## src/hdl/sdoq_pkg.sv

```systemverilog
`default_nettype none
package sdoq_pkg;

   localparam logic [2:0] KIND_INSERT = 3'd0;
   localparam logic [2:0] KIND_UPDATE = 3'd1;
   localparam logic [2:0] KIND_REMOVE = 3'd2;
   localparam logic [2:0] KIND_CLEAR  = 3'd3;
   localparam logic [2:0] KIND_DUMP   = 3'd4;

   localparam logic [1:0] STAT_OK       = 2'd0;
   localparam logic [1:0] STAT_FULL     = 2'd1;
   localparam logic [1:0] STAT_NOTFOUND = 2'd2;
   localparam logic [1:0] STAT_EMPTY    = 2'd3;

   // Register index of overdraw_mode, taken from paddr[2].
   localparam logic CSR_IDX_OVERDRAW = 1'b0;

   typedef enum logic [4:0] {
      ST_IDLE,
      ST_RESP,
      ST_SC_RD,
      ST_SC_CK,
      ST_SU_RD,
      ST_SU_WR,
      ST_SD_RD,
      ST_SD_WR,
      ST_FD_RD,
      ST_FD_CK,
      ST_NL_RD,
      ST_NL_CK,
      ST_NH_RD,
      ST_NH_CK,
      ST_RM_RD,
      ST_RM_CK,
      ST_DP_RD,
      ST_DP_OUT
   } state_type;

endpackage
`default_nettype wire

```

## src/hdl/sdoq_req_if.sv

```systemverilog
`default_nettype none
interface sdoq_req_if;
   logic        valid;
   logic        ready;
   logic [2:0]  kind;
   logic [15:0] handle;
   logic [15:0] draw_order;
   logic        is_debug;

   modport source (output valid, kind, handle, draw_order, is_debug, input ready);
   modport sink (input valid, kind, handle, draw_order, is_debug, output ready);
endinterface
`default_nettype wire

```

## src/hdl/sdoq_rsp_if.sv

```systemverilog
`default_nettype none
interface sdoq_rsp_if;
   logic        valid;
   logic        ready;
   logic [15:0] handle_out;
   logic [1:0]  status;
   logic        last;
   logic [5:0]  entry_count;

   modport source (output valid, handle_out, status, last, entry_count, input ready);
   modport sink (input valid, handle_out, status, last, entry_count, output ready);
endinterface
`default_nettype wire

```

## src/hdl/sdoq_ram.sv

```systemverilog
`default_nettype none
module sdoq_ram #(
   parameter int WIDTH = 33,
   parameter int DEPTH = 32,
   localparam int ADDR_W = (DEPTH > 1) ? $clog2(DEPTH) : 1
) (
   input  logic              clock,
   input  logic              we,
   input  logic [ADDR_W-1:0] waddr,
   input  logic [WIDTH-1:0]  wdata,
   input  logic              re,
   input  logic [ADDR_W-1:0] raddr,
   output logic [WIDTH-1:0]  rdata
);

   logic [WIDTH-1:0] mem [DEPTH];
   logic [WIDTH-1:0] rdata_ff;

   always_ff @(posedge clock) begin
      if (we) begin
         mem[waddr] <= wdata;
      end
      if (re) begin
         rdata_ff <= mem[raddr];
      end
   end

   assign rdata = rdata_ff;

endmodule
`default_nettype wire

```

## src/hdl/sdoq_csr.sv

```systemverilog
`default_nettype none
module sdoq_csr (
   input  logic        clock,
   input  logic        reset,
   input  logic        psel,
   input  logic        penable,
   input  logic        pwrite,
   input  logic [2:0]  paddr,
   input  logic [31:0] pwdata,
   output logic [31:0] prdata,
   output logic        pready,
   output logic        overdraw_mode
);
   import sdoq_pkg::*;

   logic mode_ff;
   logic mode_in;
   logic hit;

   // Byte address 0 holds the only register; paddr[2] selects beyond it.
   assign hit = (paddr[2] == CSR_IDX_OVERDRAW);

   always_comb begin
      mode_in = mode_ff;
      if (psel && penable && pwrite && hit) begin
         mode_in = pwdata[0];
      end
   end

   always_ff @(posedge clock) begin
      if (reset) begin
         mode_ff <= 1'b0;
      end else begin
         mode_ff <= mode_in;
      end
   end

   assign prdata        = hit ? {31'd0, mode_ff} : 32'd0;
   assign pready        = 1'b1;
   assign overdraw_mode = mode_ff;

endmodule
`default_nettype wire

```

## src/hdl/sorted_draw_order_queue.sv

```systemverilog
`default_nettype none
// Items are handled one at a time: no new request is taken until the result of the
// last one has been presented. Insert scans for the new place, then shifts; remove
// packs the survivors down; update finds the entry, then scans for a new place and
// shifts if needed; clear and items rejected on arrival go straight to the response;
// a dump gives one entry per response. Reset (synchronous) empties the table and
// clears overdraw mode at once; the memory is left as it is.
module sorted_draw_order_queue #(
   parameter int TABLE_DEPTH = 32,
   parameter int KEY_WIDTH   = 16
) (
   input  logic        clock,
   input  logic        reset,
   sdoq_req_if.sink    req_ch,
   sdoq_rsp_if.source  rsp_ch,
   input  logic        csr_psel,
   input  logic        csr_penable,
   input  logic        csr_pwrite,
   input  logic [2:0]  csr_paddr,
   input  logic [31:0] csr_pwdata,
   output logic [31:0] csr_prdata,
   output logic        csr_pready
);
   import sdoq_pkg::*;

   localparam int AW = $clog2(TABLE_DEPTH);
   localparam int CW = $clog2(TABLE_DEPTH + 1);
   localparam int EW = 16 + KEY_WIDTH + 1;
   localparam logic [CW-1:0] FULL_CNT = CW'(TABLE_DEPTH);

   // Entry layout: handle on top, then order, debug flag in bit 0.
   function automatic logic [KEY_WIDTH:0] key_of(input logic [EW-1:0] e, input logic m);
      return m ? {e[0], e[KEY_WIDTH:1]} : e[KEY_WIDTH:0];
   endfunction

   function automatic logic below(input logic [EW-1:0] a, input logic [EW-1:0] b,
                                  input logic m);
      return key_of(a, m) < key_of(b, m);
   endfunction

   logic overdraw_mode;

   sdoq_csr u_csr (
      .clock         (clock),
      .reset         (reset),
      .psel          (csr_psel),
      .penable       (csr_penable),
      .pwrite        (csr_pwrite),
      .paddr         (csr_paddr),
      .pwdata        (csr_pwdata),
      .prdata        (csr_prdata),
      .pready        (csr_pready),
      .overdraw_mode (overdraw_mode)
   );

   logic          we;
   logic [AW-1:0] waddr;
   logic [EW-1:0] wdata;
   logic          re;
   logic [AW-1:0] raddr;
   logic [EW-1:0] rdata;

   sdoq_ram #(.WIDTH(EW), .DEPTH(TABLE_DEPTH)) u_ram (
      .clock (clock),
      .we    (we),
      .waddr (waddr),
      .wdata (wdata),
      .re    (re),
      .raddr (raddr),
      .rdata (rdata)
   );

   state_type     state_ff, state_in;
   logic [2:0]    kind_ff, kind_in;
   logic [EW-1:0] ent_ff, ent_in;
   logic [CW-1:0] idx_ff, idx_in;
   logic [CW-1:0] end_ff, end_in;
   logic [CW-1:0] pos_ff, pos_in;
   logic [CW-1:0] fnd_ff, fnd_in;
   logic [CW-1:0] cnt_ff, cnt_in;
   logic          up_ff, up_in;
   logic [1:0]    stat_ff, stat_in;

   logic          rsp_valid_ff, rsp_valid_in;
   logic [15:0]   rsp_handle_ff, rsp_handle_in;
   logic [1:0]    rsp_status_ff, rsp_status_in;
   logic          rsp_last_ff, rsp_last_in;
   logic [5:0]    rsp_count_ff, rsp_count_in;

   logic          can_load;
   logic [CW-1:0] idx_p1, idx_m1, fnd_p1, fnd_m1;
   logic          scan_done;

   assign can_load = !rsp_valid_ff || rsp_ch.ready;
   assign idx_p1   = idx_ff + CW'(1);
   assign idx_m1   = idx_ff - CW'(1);
   assign fnd_p1   = fnd_ff + CW'(1);
   assign fnd_m1   = fnd_ff - CW'(1);

   // Reads and writes alternate, so a read never meets a write to the same
   // entry in flight and no forwarding is needed.
   always_comb begin
      state_in      = state_ff;
      kind_in       = kind_ff;
      ent_in        = ent_ff;
      idx_in        = idx_ff;
      end_in        = end_ff;
      pos_in        = pos_ff;
      fnd_in        = fnd_ff;
      cnt_in        = cnt_ff;
      up_in         = up_ff;
      stat_in       = stat_ff;
      rsp_valid_in  = rsp_valid_ff && !rsp_ch.ready;
      rsp_handle_in = rsp_handle_ff;
      rsp_status_in = rsp_status_ff;
      rsp_last_in   = rsp_last_ff;
      rsp_count_in  = rsp_count_ff;
      we            = 1'b0;
      waddr         = idx_ff[AW-1:0];
      wdata         = ent_ff;
      re            = 1'b0;
      raddr         = idx_ff[AW-1:0];
      req_ch.ready  = 1'b0;
      scan_done     = 1'b0;

      unique case (state_ff)
         ST_IDLE: begin
            req_ch.ready = 1'b1;
            if (req_ch.valid) begin
               kind_in = req_ch.kind;
               ent_in  = {req_ch.handle, KEY_WIDTH'(req_ch.draw_order), req_ch.is_debug};
               idx_in  = '0;
               pos_in  = '0;
               stat_in = STAT_OK;
               unique case (req_ch.kind)
                  KIND_INSERT: begin
                     if (cnt_ff == FULL_CNT) begin
                        stat_in  = STAT_FULL;
                        state_in = ST_RESP;
                     end else begin
                        end_in   = cnt_ff;
                        up_in    = 1'b1;
                        state_in = ST_SC_RD;
                     end
                  end
                  KIND_UPDATE: state_in = ST_FD_RD;
                  KIND_REMOVE: state_in = ST_RM_RD;
                  KIND_CLEAR: begin
                     cnt_in   = '0;
                     state_in = ST_RESP;
                  end
                  KIND_DUMP: begin
                     if (cnt_ff == '0) begin
                        stat_in  = STAT_EMPTY;
                        state_in = ST_RESP;
                     end else begin
                        state_in = ST_DP_RD;
                     end
                  end
                  default: state_in = ST_RESP;
               endcase
            end
         end
         ST_RESP: begin
            if (can_load) begin
               rsp_valid_in  = 1'b1;
               rsp_handle_in = '0;
               rsp_status_in = stat_ff;
               rsp_last_in   = 1'b1;
               rsp_count_in  = 6'(cnt_ff);
               state_in      = ST_IDLE;
            end
         end
         ST_SC_RD: begin
            if (idx_ff == end_ff) begin
               pos_in    = end_ff;
               scan_done = 1'b1;
            end else begin
               re       = 1'b1;
               state_in = ST_SC_CK;
            end
         end
         ST_SC_CK: begin
            if (below(ent_ff, rdata, overdraw_mode)) begin
               pos_in    = idx_ff;
               scan_done = 1'b1;
            end else begin
               idx_in   = idx_p1;
               state_in = ST_SC_RD;
            end
         end
         ST_SU_RD: begin
            if (idx_ff == pos_ff) begin
               we    = 1'b1;
               waddr = pos_ff[AW-1:0];
               if (kind_ff == KIND_INSERT) begin
                  cnt_in = cnt_ff + CW'(1);
               end
               state_in = ST_RESP;
            end else begin
               re       = 1'b1;
               raddr    = idx_m1[AW-1:0];
               state_in = ST_SU_WR;
            end
         end
         ST_SU_WR: begin
            we       = 1'b1;
            wdata    = rdata;
            idx_in   = idx_m1;
            state_in = ST_SU_RD;
         end
         ST_SD_RD: begin
            if (idx_p1 == pos_ff) begin
               we       = 1'b1;
               state_in = ST_RESP;
            end else begin
               re       = 1'b1;
               raddr    = idx_p1[AW-1:0];
               state_in = ST_SD_WR;
            end
         end
         ST_SD_WR: begin
            we       = 1'b1;
            wdata    = rdata;
            idx_in   = idx_p1;
            state_in = ST_SD_RD;
         end
         ST_FD_RD: begin
            if (idx_ff == cnt_ff) begin
               stat_in  = STAT_NOTFOUND;
               state_in = ST_RESP;
            end else begin
               re       = 1'b1;
               state_in = ST_FD_CK;
            end
         end
         ST_FD_CK: begin
            if (rdata[EW-1:KEY_WIDTH+1] == ent_ff[EW-1:KEY_WIDTH+1]) begin
               fnd_in   = idx_ff;
               ent_in   = {rdata[EW-1:KEY_WIDTH+1], ent_ff[KEY_WIDTH:1], rdata[0]};
               state_in = ST_NL_RD;
            end else begin
               idx_in   = idx_p1;
               state_in = ST_FD_RD;
            end
         end
         ST_NL_RD: begin
            if (fnd_ff == '0) begin
               state_in = ST_NH_RD;
            end else begin
               re       = 1'b1;
               raddr    = fnd_m1[AW-1:0];
               state_in = ST_NL_CK;
            end
         end
         ST_NL_CK: begin
            if (below(ent_ff, rdata, overdraw_mode)) begin
               idx_in   = '0;
               end_in   = fnd_ff;
               up_in    = 1'b1;
               state_in = ST_SC_RD;
            end else begin
               state_in = ST_NH_RD;
            end
         end
         ST_NH_RD: begin
            if (fnd_p1 >= cnt_ff) begin
               we       = 1'b1;
               waddr    = fnd_ff[AW-1:0];
               state_in = ST_RESP;
            end else begin
               re       = 1'b1;
               raddr    = fnd_p1[AW-1:0];
               state_in = ST_NH_CK;
            end
         end
         ST_NH_CK: begin
            if (below(rdata, ent_ff, overdraw_mode)) begin
               idx_in   = fnd_p1;
               end_in   = cnt_ff;
               up_in    = 1'b0;
               state_in = ST_SC_RD;
            end else begin
               we       = 1'b1;
               waddr    = fnd_ff[AW-1:0];
               state_in = ST_RESP;
            end
         end
         ST_RM_RD: begin
            if (idx_ff == cnt_ff) begin
               cnt_in   = pos_ff;
               state_in = ST_RESP;
            end else begin
               re       = 1'b1;
               state_in = ST_RM_CK;
            end
         end
         ST_RM_CK: begin
            // Survivors are packed down; the write slot never passes the read.
            if (rdata[EW-1:KEY_WIDTH+1] != ent_ff[EW-1:KEY_WIDTH+1]) begin
               we     = 1'b1;
               waddr  = pos_ff[AW-1:0];
               wdata  = rdata;
               pos_in = pos_ff + CW'(1);
            end
            idx_in   = idx_p1;
            state_in = ST_RM_RD;
         end
         ST_DP_RD: begin
            re       = 1'b1;
            state_in = ST_DP_OUT;
         end
         ST_DP_OUT: begin
            if (can_load) begin
               rsp_valid_in  = 1'b1;
               rsp_handle_in = rdata[EW-1:KEY_WIDTH+1];
               rsp_status_in = STAT_OK;
               rsp_last_in   = (idx_p1 == cnt_ff);
               rsp_count_in  = 6'(cnt_ff);
               idx_in        = idx_p1;
               state_in      = (idx_p1 == cnt_ff) ? ST_IDLE : ST_DP_RD;
            end
         end
         default: state_in = ST_IDLE;
      endcase

      // An up shift after a scan runs from the top of the moved range, a down shift from its bottom.
      if (scan_done) begin
         if (up_ff) begin
            idx_in   = (kind_ff == KIND_INSERT) ? cnt_ff : fnd_ff;
            state_in = ST_SU_RD;
         end else begin
            idx_in   = fnd_ff;
            state_in = ST_SD_RD;
         end
      end
   end

   always_ff @(posedge clock) begin
      if (reset) begin
         state_ff     <= ST_IDLE;
         cnt_ff       <= '0;
         rsp_valid_ff <= 1'b0;
      end else begin
         state_ff     <= state_in;
         cnt_ff       <= cnt_in;
         rsp_valid_ff <= rsp_valid_in;
      end
   end

   always_ff @(posedge clock) begin
      kind_ff       <= kind_in;
      ent_ff        <= ent_in;
      idx_ff        <= idx_in;
      end_ff        <= end_in;
      pos_ff        <= pos_in;
      fnd_ff        <= fnd_in;
      up_ff         <= up_in;
      stat_ff       <= stat_in;
      rsp_handle_ff <= rsp_handle_in;
      rsp_status_ff <= rsp_status_in;
      rsp_last_ff   <= rsp_last_in;
      rsp_count_ff  <= rsp_count_in;
   end

   assign rsp_ch.valid       = rsp_valid_ff;
   assign rsp_ch.handle_out  = rsp_handle_ff;
   assign rsp_ch.status      = rsp_status_ff;
   assign rsp_ch.last        = rsp_last_ff;
   assign rsp_ch.entry_count = rsp_count_ff;

`ifndef SYNTHESIS
   a_count_bound : assert property (@(posedge clock) disable iff (reset)
      cnt_ff <= FULL_CNT)
      else $error("entry count beyond table depth");

   a_full_status : assert property (@(posedge clock) disable iff (reset)
      rsp_ch.valid && (rsp_ch.status == STAT_FULL) |-> rsp_ch.entry_count == 6'(FULL_CNT))
      else $error("table full reported while not full");

   a_clear_empties : assert property (@(posedge clock) disable iff (reset)
      req_ch.valid && req_ch.ready && (req_ch.kind == KIND_CLEAR) |=> cnt_ff == '0)
      else $error("clear did not empty the table");

   a_dump_last : assert property (@(posedge clock) disable iff (reset)
      (state_ff == ST_DP_OUT) && can_load && (idx_p1 == cnt_ff) |=> state_ff == ST_IDLE)
      else $error("dump did not finish on its last entry");
`endif

endmodule
`default_nettype wire
```

## src/flat_wrapper.sv

```systemverilog
// flat-port wrapper written by rule: the top's interface ports become plain ports
module sorted_draw_order_queue_flat import sdoq_pkg::*;
#(
   parameter int TABLE_DEPTH = 32,
   parameter int KEY_WIDTH   = 16
)
  (clock, reset, csr_psel, csr_penable, csr_pwrite, csr_paddr, csr_pwdata, csr_prdata, csr_pready, req_ch_valid, req_ch_kind, req_ch_handle, req_ch_draw_order, req_ch_is_debug, req_ch_ready, rsp_ch_valid, rsp_ch_handle_out, rsp_ch_status, rsp_ch_last, rsp_ch_entry_count, rsp_ch_ready);
  sdoq_req_if req_ch_i ();
  sdoq_rsp_if rsp_ch_i ();
  input  logic clock;
  input  logic reset;
  input  logic csr_psel;
  input  logic csr_penable;
  input  logic csr_pwrite;
  input  logic [2:0] csr_paddr;
  input  logic [31:0] csr_pwdata;
  output logic [31:0] csr_prdata;
  output logic csr_pready;
  input wire logic [$bits(req_ch_i.valid)-1:0] req_ch_valid;
  input wire logic [$bits(req_ch_i.kind)-1:0] req_ch_kind;
  input wire logic [$bits(req_ch_i.handle)-1:0] req_ch_handle;
  input wire logic [$bits(req_ch_i.draw_order)-1:0] req_ch_draw_order;
  input wire logic [$bits(req_ch_i.is_debug)-1:0] req_ch_is_debug;
  output wire logic [$bits(req_ch_i.ready)-1:0] req_ch_ready;
  output wire logic [$bits(rsp_ch_i.valid)-1:0] rsp_ch_valid;
  output wire logic [$bits(rsp_ch_i.handle_out)-1:0] rsp_ch_handle_out;
  output wire logic [$bits(rsp_ch_i.status)-1:0] rsp_ch_status;
  output wire logic [$bits(rsp_ch_i.last)-1:0] rsp_ch_last;
  output wire logic [$bits(rsp_ch_i.entry_count)-1:0] rsp_ch_entry_count;
  input wire logic [$bits(rsp_ch_i.ready)-1:0] rsp_ch_ready;
  assign req_ch_i.valid = req_ch_valid;
  assign req_ch_i.kind = req_ch_kind;
  assign req_ch_i.handle = req_ch_handle;
  assign req_ch_i.draw_order = req_ch_draw_order;
  assign req_ch_i.is_debug = req_ch_is_debug;
  assign req_ch_ready = req_ch_i.ready;
  assign rsp_ch_valid = rsp_ch_i.valid;
  assign rsp_ch_handle_out = rsp_ch_i.handle_out;
  assign rsp_ch_status = rsp_ch_i.status;
  assign rsp_ch_last = rsp_ch_i.last;
  assign rsp_ch_entry_count = rsp_ch_i.entry_count;
  assign rsp_ch_i.ready = rsp_ch_ready;
  sorted_draw_order_queue #(.TABLE_DEPTH(TABLE_DEPTH), .KEY_WIDTH(KEY_WIDTH)) u_core (.clock(clock), .reset(reset), .req_ch(req_ch_i), .rsp_ch(rsp_ch_i), .csr_psel(csr_psel), .csr_penable(csr_penable), .csr_pwrite(csr_pwrite), .csr_paddr(csr_paddr), .csr_pwdata(csr_pwdata), .csr_prdata(csr_prdata), .csr_pready(csr_pready));
endmodule
```

## config.mk

```make
export PLATFORM = sky130hd
export DESIGN_NAME = sorted_draw_order_queue_flat
export DESIGN_NICKNAME = d
export VERILOG_FILES = /design/src/hdl/sdoq_pkg.sv /design/src/hdl/sdoq_req_if.sv /design/src/hdl/sdoq_rsp_if.sv /design/src/hdl/sdoq_ram.sv /design/src/hdl/sdoq_csr.sv /design/src/hdl/sorted_draw_order_queue.sv /design/src/flat_wrapper.sv
export SDC_FILE = /design/constraint.sdc
export NUM_CORES = 2
export LEC_CHECK = 0
export BUFFER_PORTS_ARGS = -buffer_cell sky130_fd_sc_hd__buf_4
export CAP_MARGIN = 20
export CELL_PAD_IN_SITES_DETAIL_PLACEMENT = 1
export CELL_PAD_IN_SITES_GLOBAL_PLACEMENT = 2
export CORE_MARGIN = 1.5
export CORE_UTILIZATION = 35
export CTS_CLUSTER_DIAMETER = 50
export CTS_CLUSTER_SIZE = 16
export DETAILED_ROUTE_END_ITERATION = 10
export HOLD_SLACK_MARGIN = 0.06
export PLACE_DENSITY = 0.65
export SYNTH_ARGS = -nofsm -noshare
export SYNTH_HDL_FRONTEND = slang
export SYNTH_SLANG_ARGS = --single-unit
```

## constraint.sdc

```tcl
create_clock -name clock -period 6.52 [get_ports clock]
set_input_delay 0.652 -clock clock [delete_from_list [all_inputs] [get_ports clock]]
set_output_delay 0.652 -clock clock [all_outputs]
set_load 0.005 [all_outputs]
```

==> metrics.yaml <==
status:
  outcome: "finished, final reports clean"
global_route:
  grt_pass1_vias: 29300
  grt_max_degree: 137
  grtUsageTotal_pct: 20.0
  grt_pass1_wl_um: 211000
  grt_overflow: 0
  antenna_found_initial: 2
power_and_ir_drop:
  power_density_nw_per_um2: 413
  internal_power_uw: 16200
  leakage_uw: 0.0200
  switchingPower_uw: 7830
  vdd_drop_max_mv: 0.399
  pwr-share-clk_pct: 32.8
  p_sw_share_pct: 32.5
  power.combinational.fraction_pct: 29.0
  seq_power_share_pct: 38.3
  power_uw: 24100
floorplanning:
  rows: 139
  die-area_um2: 147000
  die_h_um: 383
  die_x_um: 383
  start_util_pct: 35.2
  core_um2: 143000
  ios: 138
worst_setup_path:
  cpPeakStageDelay_ns: 0.80
  worst_path_max_delay_cell: "a222oi_1"
  regToRegStartpoint: "u_core.u_csr.overdraw_mode$_SDFFE_PP0P_"
  crit_path_end_kind: "register"
  worstPathCellList: "buf_4 -> mux2_2 -> ha_1 -> nand3_1 -> o221ai_1 -> a21oi_1 -> o21ai_0 -> o21ai_0 -> buf_4 -> o21ai_0 -> a222oi_1 -> nand3b_1 -> buf_4 -> nor2_4 -> buf_4"
  crit_arrival_ns: 6.16
  cp_max_fo: 24
  reg2reg_depth: 15
  critPathKind: "reg2reg"
  reg2reg_setup_slack_ns: 0.75
  required_ns: 6.91
  crit-reg2reg-capture: "u_core.u_ram.mem[8][7]$_DFFE_PP_"
  crit_path_start_kind: "register"
  crit_top_cell: "buf_4"
synth:
  synth.avg_cell_area_um2: 15.3
  yosysSeqAreaShare_pct: 70.5
  synth_top_cell_area_share_pct: 70.0
  synth_edf_count: 1177
  synth-seq-cells: 1190
  ys_warn_count: 0
  synthCells: 3305
  synthTopCellsByArea: "edfxtp_1 (70%), mux2i_1 (7.0%), nand2_1 (3.3%)"
  async_flop_share_pct: 0
  yosys.area.top_type: "edfxtp_1"
  synth_flop_cell: "edfxtp_1"
  syn_area_um2: 50500
  ys_types: 83
clocking:
  cts.sinks: 1190
  clk_pin_slew_ns: 0.06
  cts_resized: 0
  clockBufferDepth: 3
  cts_tree: "yes"
  numCtsBuffers: 131
  h-tree-depth: 4
  clk_latency_ns: 0.78
  hold_buffers: 0
  cts_setup_buffers: 0
  cts-root-buf: "clkbuf_16"
layout:
  layout_common_cells: "edfxtp_1 (1177), nand2_1 (443), mux2i_1 (351), buf_4 (163), a21oi_1 (152)"
  final_cell_area_um2: 58400
  final_common_cell: "edfxtp_1"
  final_nets: 3536
  fin_util_pct: 40.7
  drive_gt1_share_pct: 18.4
  synthToLayoutAreaGrowth_pct: 15.6
placement:
  place_area_um2: 53800
  gp_congestion: 0.805
  port-buffer-count: 72
  dpl.hpwl_um: 87000
timing:
  max_freq_ghz: 0.173
  min_period_ns: 5.77
  finalSetupViolations: 0
  finalHoldViolCount: 0
  slew_headroom_pct: 32.4
  rsz0062_at_grt: "false"
  tns_ns: 0
  finClkSkew_ns: 0.0389
  worst_slew_pin_slew_ns: 1.01
  drv_slew: 0
  fin_crit_sh_pct: 88.5
drt:
  first_iter_violations: 2331
  vias: 29200
  drt-wirelength-per-cell_um: 27.2
  antenna_left: 0
  met3_length_um: 7500
  routed_wl_um: 148000
  viasPerCell: 5.37
  top_layer: "met4"
  drcViolationCount: 0
  wl_met1_um: 67700
  met2_length_um: 68500
  drt_first_pass_iters: 5
worst_hold_path:
  hp-start: "req_ch_kind[0]"
  hold_path_depth: 1
  hold_class: "in2reg"
  hold_end: "u_core.kind_ff[0]$_DFFE_PP_"
run:
  cap_violations: 0
-- worst max-delay path, delay by kind of cell, from the launching register on --
family | cells | cell delay, ns
AOI/OAI and AO/OA | 6 | 1.82
DFF | 1 | 0.70
and+or+nand+nor | 3 | 0.75
buffers and inverters | 4 | 1.41
muxes | 1 | 0.36
adders and majority gates | 1 | 0.30
-- power groups by stage --
stage	clock network (uW)	logic, uW	registers [uW]
6_report	7890	6970	9210
2_1_floorplan	0	5060	9180
3_5_place_dp	0	7000	9370
5_1_grt	8320	7510	9230
4_1_cts	8050	7030	9210
3_3_place_gp	0	6970	9370
-- metrics by stage --
| stage | instances | hold WS (ns) | setup WS, ns |
|---|---|---|---|
| 2_1_floorplan | 3335 | 0.406 | 1.11 |
| 3_3_place_gp | 5197 | 0.463 | 0.824 |
| 3_5_place_dp | 5197 | 0.472 | 0.800 |
| 4_1_cts | 5432 | 0.0870 | 0.760 |
| 5_1_grt | 5433 | 0.111 | 0.476 |
| 6_report | 5434 | 0.141 | 0.749 |
-- how the worst max path moves through the flow --
stage                                                  startpoint                                 to  slack (ns)
after CTS                 u_core.u_csr.overdraw_mode$_SDFFE_PP0P_   u_core.u_ram.mem[8][6]$_DFFE_PP_        0.76
after detailed placement  u_core.u_csr.overdraw_mode$_SDFFE_PP0P_   u_core.u_ram.mem[8][9]$_DFFE_PP_        0.80
after global routing      u_core.u_csr.overdraw_mode$_SDFFE_PP0P_   u_core.u_ram.mem[8][7]$_DFFE_PP_        0.48
after floorplan           u_core.u_csr.overdraw_mode$_SDFFE_PP0P_   u_core.u_ram.mem[0][0]$_DFFE_PP_        1.11
after global placement    u_core.u_csr.overdraw_mode$_SDFFE_PP0P_  u_core.u_ram.mem[8][15]$_DFFE_PP_        0.82
final                     u_core.u_csr.overdraw_mode$_SDFFE_PP0P_   u_core.u_ram.mem[8][7]$_DFFE_PP_        0.75
-- layout make-up --
type                       instances  area, um^2
clock buffer                     142        3400
timing repair buffer             194        1830
inverter                          29         109
clock inverter                    93        1190
multi-input combinational       1882       13800
fill                           14200       84900
sequential                      1190       35600
tap                             1903        2380
antenna                            1        2.50
-- cell usage after synthesis (all sizes together) (9+ instances only) --
cell type and count:
a2bb2oi 33, and2 40, a32o 36, xnor2 45, a21oi 155, edfxtp 1177, o21ai 40, nor4b 34
xor2 13, and3 9, clkbuf 76, buf 158, ha 30, dfxtp 13, nor2b 16, inv 29
a22o 35, a22oi 14, nand3 26, mux2i 351, nand2 444, nor2 86, nor3 26, mux2 137
o22ai 70, a32oi 99
-- logic make-up (layout without fill, tap and decap cells) --
group / count (synthesis) / in the layout / share of synthesized area [%]
DFF: 1190 / 1190 / 70.5
and+or+nand+nor: 726 / 726 / 6.93
AOI/OAI and AO/OA: 548 / 548 / 7.82
muxes: 488 / 488 / 10.0
buffers and inverters: 263 / 458 / 2.94
xor gates and xnor gates: 58 / 58 / 1.01
adders and majority gates: 30 / 30 / 0.744
other: 2 / 33 / 0.0149
-- per-layer routing --
metal  up-vias  global-route usage (%)
met4         0                    6.28
met5         -                       0
met3       230                    3.73
met1     15200                    27.6
met2       741                    31.7
li1      13000                       -
-- flip-flops by register name, indices dropped and copies added, names as in the netlist --
signal / flops
u_core.end_ff: 6
u_core.state_ff: 5
u_core.rsp_ch.valid: 1
u_core.idx_ff: 6
u_core.rsp_ch.handle_out: 16
u_core.rsp_ch.status: 2
u_core.kind_ff: 3
u_core.up_ff: 1
u_core.cnt_ff: 6
u_core.rsp_ch.last: 1
u_core.u_ram.rdata: 33
u_core.rsp_ch.entry_count: 6
u_core.stat_ff: 2
u_core.ent_ff: 33
u_core.fnd_ff: 6
u_core.u_ram.mem: 1056
u_core.u_csr.overdraw_mode: 1
u_core.pos_ff: 6
Note: power is estimated with default switching activity, not from simulation.
